File: config.mk
export PLATFORM = sky130hd
export DESIGN_NAME = ab3_avg
export DESIGN_NICKNAME = d
export VERILOG_FILES = /design/src/rtl/ab3_pkg.sv /design/src/rtl/ab3_avg.sv
export SDC_FILE = /design/constraint.sdc
export NUM_CORES = 2
export LEC_CHECK = 0
export BUFFER_PORTS_ARGS = -buffer_cell sky130_fd_sc_hd__clkbuf_2
export CORE_ASPECT_RATIO = 0.5
export CORE_UTILIZATION = 67
export CTS_CLUSTER_DIAMETER = 50
export DETAILED_ROUTE_END_ITERATION = 12
export PLACE_DENSITY = 0.95
export SLEW_MARGIN = 20
export SYNTH_ARGS = -nofsm -noshare
export SYNTH_HDL_FRONTEND = slang
export SYNTH_SLANG_ARGS = --single-unit
File: constraint.sdc
create_clock -name i_clk -period 17.6 [get_ports i_clk]
set_clock_uncertainty 0.15 [all_clocks]
set_input_delay 0.88 -clock i_clk [delete_from_list [all_inputs] [get_ports i_clk]]
set_output_delay 0.88 -clock i_clk [all_outputs]
set_load 0.01 [all_outputs]
File: src/rtl/ab3_pkg.sv
`timescale 1ns / 1ps
// ----------------------------------------------------------------------------
// ab3_pkg
// Shared types, constants and the reciprocal table of the 3x3 alpha bleed.
// ----------------------------------------------------------------------------
package ab3_pkg;

    localparam int CFG_W     = 11;
    localparam int CFG_IDX_W = 2;

    localparam logic [CFG_IDX_W-1:0] REG_WIDTH  = 2'd0;
    localparam logic [CFG_IDX_W-1:0] REG_HEIGHT = 2'd1;

    localparam logic REQ_PIXEL = 1'b0;
    localparam logic REQ_DRAIN = 1'b1;

    localparam int SUM_W  = 11;
    localparam int CNT_W  = 4;
    localparam int RCP_W  = 17;
    localparam int RCP_SH = 16;

    typedef struct packed {
        logic [7:0] alpha;
        logic [7:0] blue;
        logic [7:0] green;
        logic [7:0] red;
    } t_pix;

    typedef t_pix [8:0] t_win;

    typedef struct packed {
        t_pix upper;
        t_pix mid;
    } t_lines;

    typedef struct packed {
        logic up;
        logic dn;
        logic lf;
        logic rt;
    } t_msk;

    typedef enum logic [1:0] {
        S_IDLE,
        S_UPD,
        S_SUM,
        S_MUL
    } t_state;

    // ceil(2^16 / c), exact for sums below 2^11
    function automatic logic [RCP_W-1:0] recip(input logic [CNT_W-1:0] c);
        logic [RCP_W-1:0] m;
        unique case (c)
            4'd1:    m = 17'd65536;
            4'd2:    m = 17'd32768;
            4'd3:    m = 17'd21846;
            4'd4:    m = 17'd16384;
            4'd5:    m = 17'd13108;
            4'd6:    m = 17'd10923;
            4'd7:    m = 17'd9363;
            4'd8:    m = 17'd8192;
            default: m = '0;
        endcase
        return m;
    endfunction

endpackage

File: src/rtl/ab3_avg.sv
`timescale 1ns / 1ps
// ----------------------------------------------------------------------------
// ab3_avg
// Masked sum and count of opaque window pixels, then reciprocal divide.
// ----------------------------------------------------------------------------
module ab3_avg import ab3_pkg::*; (
    input  logic i_clk,
    input  logic i_load,
    input  t_win i_win,
    input  t_msk i_msk,
    output t_pix o_pix
);

    localparam int PW = SUM_W + RCP_W;

    logic [SUM_W-1:0] n_sr, n_sg, n_sb;
    logic [CNT_W-1:0] n_cnt;
    logic [SUM_W-1:0] r_sr, r_sg, r_sb;
    logic [CNT_W-1:0] r_cnt;
    t_pix             r_ctr;
    logic [RCP_W-1:0] rcp;
    logic [PW-1:0]    prod_r, prod_g, prod_b;

    always_comb begin
        logic nb_ok;
        n_sr  = '0;
        n_sg  = '0;
        n_sb  = '0;
        n_cnt = '0;
        for (int k = 0; k < 9; k++) begin
            nb_ok = !(k < 3 && i_msk.up) && !(k >= 6 && i_msk.dn)
                 && !((k % 3) == 0 && i_msk.lf) && !((k % 3) == 2 && i_msk.rt)
                 && (i_win[k].alpha != 8'd0);
            if (nb_ok) begin
                n_sr  = n_sr + SUM_W'(i_win[k].red);
                n_sg  = n_sg + SUM_W'(i_win[k].green);
                n_sb  = n_sb + SUM_W'(i_win[k].blue);
                n_cnt = n_cnt + CNT_W'(1);
            end
        end
    end

    always_ff @(posedge i_clk) begin
        if (i_load) begin
            r_sr  <= n_sr;
            r_sg  <= n_sg;
            r_sb  <= n_sb;
            r_cnt <= n_cnt;
            r_ctr <= i_win[4];
        end
    end

    assign rcp    = recip(r_cnt);
    assign prod_r = PW'(r_sr) * PW'(rcp);
    assign prod_g = PW'(r_sg) * PW'(rcp);
    assign prod_b = PW'(r_sb) * PW'(rcp);

    always_comb begin
        o_pix = r_ctr;
        if (r_ctr.alpha == 8'd0 && r_cnt != '0) begin
            o_pix.red   = prod_r[RCP_SH+7:RCP_SH];
            o_pix.green = prod_g[RCP_SH+7:RCP_SH];
            o_pix.blue  = prod_b[RCP_SH+7:RCP_SH];
        end
    end

endmodule

[Yosys cells after proc, flatten, opt, wreduce, memory -nomap -nowiden]
Memory sizes are Yosys's and may differ from the RTL's. A register that Yosys moved wholly into a read port is not among the register bits.
Index checks and enable logic that the tools add are counted.
Word-level totals
  ROM bits: 272
  memory bits (writable): 0
  input bits: 294
  bits in registers: 69
  memories: 1
  output and inout port bits: 32
  word-level logic and storage cells: 110
  latch bits: 0
Operators by class
  reduce and logical (&&, ||, !) cells: 28
  shift operators: 0
  add/sub/neg operators: 32
  mux-type cells: 38
  bitwise logic cells: 0
  divide/modulo/power cells: 0
  equality and inequality tests: 0
  multiply operators: 3
  order comparisons: 0
Memory list
  (no name shown): words 16, width 17, rd ports 1, clocked after memory_dff 1, wr ports 0, line ab3_pkg.sv:53  | unique case (c)
Operators by type and width (number)
  11-bit two-way mux: 24
  11-bit by 8-bit adder with 11-bit output: 21
  11-bit by 17-bit multiplier with 24-bit output: 3
  8-bit nonzero test: 9
  4-bit two-way mux: 9
  4-bit by 1-bit adder with 4-bit output, second input constant: 7
  8-bit by 8-bit adder with 9-bit output: 3
  24-bit two-way mux: 1
  8-bit two-way mux: 3
  1-bit logical AND: 13
  8-bit logical NOT: 1
  1-bit logical NOT: 4
  4-bit nonzero test: 1
  1-bit by 1-bit adder with 2-bit output, second input constant: 1
  1-bit two-way mux: 1

[Longest topological paths before layout]
  depth in word-level cells: 21
  gate-level depth with buffers: 54
  depth with buffers taken out: 54

[Worst setup path after synthesis]
No wires, ideal clock.
  path kind: input -> register
  start point: input i_msk[3] (netlist name)
  end point: register r_sg[9], data pin
  setup time: 264 ps
  path buffers: 1
  data required time: 17186 ps
  stages on the path: 50
  arrival: 9478 ps
  slack: 7709 ps
  cells stage by stage: clkbuf_1 > a211oi_1 > and2_1 > ha_1 > inv_1 > fa_1 > or3_1 > o21ai_0 > fa_1 > a21oi_1 > o32a_1 > inv_1 > ha_1 > a21o_1 > a211oi_1 > a211oi_1 > a21o_1 > ha_1 > (+14 left out) > ha_1 > o21ai_0 > a21oi_1 > o21ai_0 > a21bo_2 > inv_1 > ha_1 > a21boi_0 > nor2_1 > xnor2_1 > nor2_1 > a31oi_1 > ha_1 > nor2b_1 > o21ai_0 > mux2i_1 > o22ai_1 > xnor2_1
On the way
  word-level cells in the longest chain between the ends: 20
  elaborated cells on any way between the ends: 23
  classes of those cells: add/sub: 8; mux: 9; reduce/logical: 6
Ends and longest elaborated chain
  from (decl): line ab3_avg.sv:10  | input t_msk i_msk,
  1-bit logical NOT *: line ab3_avg.sv:31  | nb_ok = !(k < 3 && i_msk.up) && !(k >= 6 && i_msk.dn)
  1-bit logical AND: line ab3_avg.sv:32  | && !((k % 3) == 0 && i_msk.lf) && !((k % 3) == 2 && i_msk.rt)
  1-bit logical AND: line ab3_avg.sv:33  | && (i_win[k].alpha != 8'd0);
  8-bit two-way mux: line ab3_avg.sv:34  | if (nb_ok) begin
  8-bit by 8-bit adder with 9-bit output: line ab3_avg.sv:36  | n_sg = n_sg + SUM_W'(i_win[k].green);
  11-bit two-way mux: line ab3_avg.sv:34
  11-bit by 8-bit adder with 11-bit output: line ab3_avg.sv:36
  11-bit two-way mux *: line ab3_avg.sv:34
  (+5 left out)
  11-bit two-way mux *: line ab3_avg.sv:34
  11-bit by 8-bit adder with 11-bit output: line ab3_avg.sv:36
  11-bit two-way mux *: line ab3_avg.sv:34
  11-bit by 8-bit adder with 11-bit output: line ab3_avg.sv:36
  11-bit two-way mux *: line ab3_avg.sv:34
  11-bit by 8-bit adder with 11-bit output: line ab3_avg.sv:36
  11-bit two-way mux *: line ab3_avg.sv:34
  named net n_sg[9]: line ab3_avg.sv:16  | logic [SUM_W-1:0] n_sr, n_sg, n_sb;
  to (signal assigned): line ab3_avg.sv:46  | r_sg <= n_sg;
  to (decl): line ab3_avg.sv:18  | logic [SUM_W-1:0] r_sr, r_sg, r_sb;
Mark *: on every way through the listed nets, which the timed path passes. The rest lies on a longest branch.
A chain may end at the register's enable or synchronous reset.

[Worst setup path in the final report]
  start point: input i_msk[1] (netlist name)
  end point: register r_sg[10], data pin
On the way
  word-level cells in the longest chain between the ends: 20
  elaborated cells on any way between the ends: 23
  classes of those cells: add/sub: 8; mux: 9; reduce/logical: 6
Ends and longest elaborated chain (line)
  1-bit logical NOT *: ab3_avg.sv:32
  1-bit logical AND: ab3_avg.sv:32
  1-bit logical AND: ab3_avg.sv:33
  8-bit two-way mux: ab3_avg.sv:34
  8-bit by 8-bit adder with 9-bit output: ab3_avg.sv:36
  11-bit two-way mux: ab3_avg.sv:34
  11-bit by 8-bit adder with 11-bit output: ab3_avg.sv:36
  11-bit two-way mux: ab3_avg.sv:34
  (+5 left out)
  11-bit two-way mux: ab3_avg.sv:34
  11-bit by 8-bit adder with 11-bit output: ab3_avg.sv:36
  11-bit two-way mux *: ab3_avg.sv:34
  11-bit by 8-bit adder with 11-bit output: ab3_avg.sv:36
  11-bit two-way mux *: ab3_avg.sv:34
  11-bit by 8-bit adder with 11-bit output: ab3_avg.sv:36
  11-bit two-way mux *: ab3_avg.sv:34
  named net n_sg[10]: ab3_avg.sv:16
Marked as above.

==> impl_metrics.toml <==
[run_status]
status = "completed"

[die]
rows = 53
die_x_microns = 295.6
dieArea_sq_um = 44000
core_region_area_sq_um = 42240
start_util = 0.6838
ios = 326
die_h_microns = 148.8

[sta]
worstMarginPinSlew_ns = 1.170
fin_crit_ns = 11.39
final.period_utilization = 0.6470
fin_setup_tns_ns = 0
max_slew_margin = 0.2131
hold_viol_final = 0
finalMaxSlewViolations = 0
rsz0062_at_grt = "no"
setup_viol = 0
max_freq_mhz = 87.82

[hold_path]
hp-start = "i_win[155]"
hp-class = "input pin to flip-flop"
whs_endpoint = "o_pix[27]"
worstHoldPathCells = 1

[logic_synthesis]
yosysTopAreaCellShare = 0.2828
synth-warning-count = 0
synth-main-ff-cell = "edfxtp_1"
syn_area_sq_um = 28890
synth_edf_count = 69
syn-instance-count = 3382
ys_seq_area_frac = 0.08005
async_flop_share = 0
ys_top_cells_by_area = "fa_1 28%, ha_1 15%, inv_1 7.4%, edfxtp_1 7.2%, nand2_1 4.5%"
ys_seq_elements = 81
synth_fp_nets = 4425
avgSynthCellArea_sq_um = 8.541
ys_types = 78
yosysTopAreaCell = "fa_1"

[clocking]
htreeDepth = 3
numCtsBuffers = 9
ctsRootBufferMaster = "clkbuf_16"
path_clk_slew_ns = 0.06
cts_buffer_depth = 2
postCtsHoldBufs = 0
tritoncts = "done"
clk-insertion-delay-late_ns = 0.36
numClockSinks = 81
cts.repair.resized = 0
post-cts-setup-buffers = 0

[job]
maxCapViolCount = 0

[critical_path]
reg2reg_from = "r_cnt[1]"
cp_slowest_stage_delay_ns = 0.72
slowest_stage = "a211oi_4"
worstRegToRegCells = 5
cp_max_fo = 27
crit_path_frequent_cell = "o21ai_0"
r2r-end = "rcp[1]"
crit_type = "input pin to flip-flop"
rrSetupSlack_ns = 15.72
worstPathArrival_ns = 11.34
worstPathRequired_ns = 17.55
end_kind = "flip-flop"
start_kind = "input pin"

[route]
drtAntennaViolNets = 0
drc_errors = 0
viasPerCell = 6.219
dr.pass1.iters = 6
drtIter0Drc = 2591
vias = 26287
drt_wl_total_microns = 86250
routedWlPerCell_microns = 20.40

[grt]
grt_first_pass_wirelength_microns = 136200
grt_usage = 0.3949
antenna_found_initial = 21
grt_max_degree = 75
grt_overflow = 0
grt_pass1_vias = 26810

[finish]
nNetsFinal = 4665
multiInputGateArea_sq_um = 23970
seqCellArea_sq_um = 2312
fill_cells = 2810
area_growth_syn_to_layout_pct = 8.412
drive_gt1_frac = 0.1252
layout_common_cells = "568 x inv_1, 408 x fa_1, 350 x nand2_1"
post-route-util = 0.7414
mostFrequentLayoutCell = "inv_1"

[power]
p_leak_uw = 0.01521
peakVddDrop_uv = 235.0
p_per_area_nw_per_um2 = 219.5

[placement]
io_buffer_count = 325
dp_hpwl_microns = 69390
gp_congestion = 1.008
cell usage after synthesis (10+ instances only):
master,instances
mux2_2,39
edfxtp_1,69
a31oi_1,22
ha_1,341
and2_1,178
nor4_1,24
nand2_1,350
o21bai_1,27
clkbuf_1,112
a21boi_0,10
o31a_1,21
o31ai_1,26
xnor2_1,143
a21oi_1,151
nor2_1,164
dfxtp_1,12
mux2i_1,23
mux2_4,21
nand3_1,24
a21o_1,77
inv_1,568
o21a_1,47
fa_1,408
a211oi_1,53
xor2_1,51
nor3_1,37
nand3b_1,13
o21ai_0,166
nand2b_1,17
nor2b_1,41
cell type report:
cell class,instances,area share
flip-flops and latches,81,0.07383
repair buffers,354,0.05897
inverters,568,0.06808
clock buffers,9,0.007192
clock inverters,7,0.001638
diodes,23,0.001838
well taps,577,0.02305
multi-input cells,2608,0.7654
layer usage:
metal  vias up  share of wire  track usage  routed length [microns]
li1      11665              -            -                        -
met1     12464           0.37       0.5007                    31970
met2      1774           0.46       0.6464                    39520
met3       384           0.11      0.07166                     9549
met4         0          0.060       0.2137                     5211
met5         -              0            0                        0
worst max-delay path, delay by kind of cell:
| kind | cells | cell delay, ns |
|---|---|---|
| compound gates | 23 | 5.25 |
| xor+xnor | 3 | 0.42 |
| fa+ha+maj | 9 | 2.90 |
| buf+inv | 3 | 0.33 |
| mux | 1 | 0.12 |
| simple gates | 8 | 1.43 |
logic make-up after synthesis:
| family | after synthesis | share of synthesized area |
|---|---|---|
| fa+ha+maj | 749 | 0.4305 |
| compound gates | 687 | 0.1544 |
| mux | 83 | 0.03409 |
| flops | 81 | 0.08005 |
| simple gates | 892 | 0.1486 |
| buf+inv | 693 | 0.09148 |
| xor+xnor | 197 | 0.06094 |
where the power goes:
| group | leakage [uW] | internal [uW] | switching, uW |
|---|---|---|---|
| clock network | 0.000136 | 97.0 | 84.2 |
| logic | 0.0143 | 2600 | 3640 |
| registers | 0.000773 | 292 | 159 |
| total | 0.0152 | 2990 | 3890 |
flip-flops by register name, indices dropped and copies added (netlist names):
| register | count |
|---|---|
| r_cnt | 4 |
| rcp | 12 |
| o_pix | 8 |
| r_ctr | 24 |
| r_sr | 11 |
| r_sg | 11 |
| r_sb | 11 |
worst max-delay path by stage:
stage,startpoint,end,slack (ns)
after floorplan,i_msk[3],r_sg[9],7.71
after global placement,i_msk[1],r_sr[10],6.73
after detailed placement,i_msk[1],r_sg[9],6.15
after CTS,i_msk[1],r_sg[9],6.27
after global routing,i_msk[1],r_sg[9],5.30
final,i_msk[1],r_sg[10],6.21
per-stage QoR:
stage / worst slack [ns] / hold slack (ns) / area (sq um) / std cells / power, uW
final: 6.213 / 0.5734 / 31320 / 4227 / 6875
after global routing: 5.302 / 0.5710 / 31310 / 4226 / 7633
after CTS: 6.265 / 0.5673 / 31250 / 4204 / 6739
after detailed placement: 6.146 / 0.5825 / 30970 / 4188 / 6440
after global placement: 6.734 / 0.5231 / 30970 / 4188 / 5971
after floorplan: 7.709 / 0.4110 / 28890 / 3382 / 4906
(Power assumes the default switching activity.)
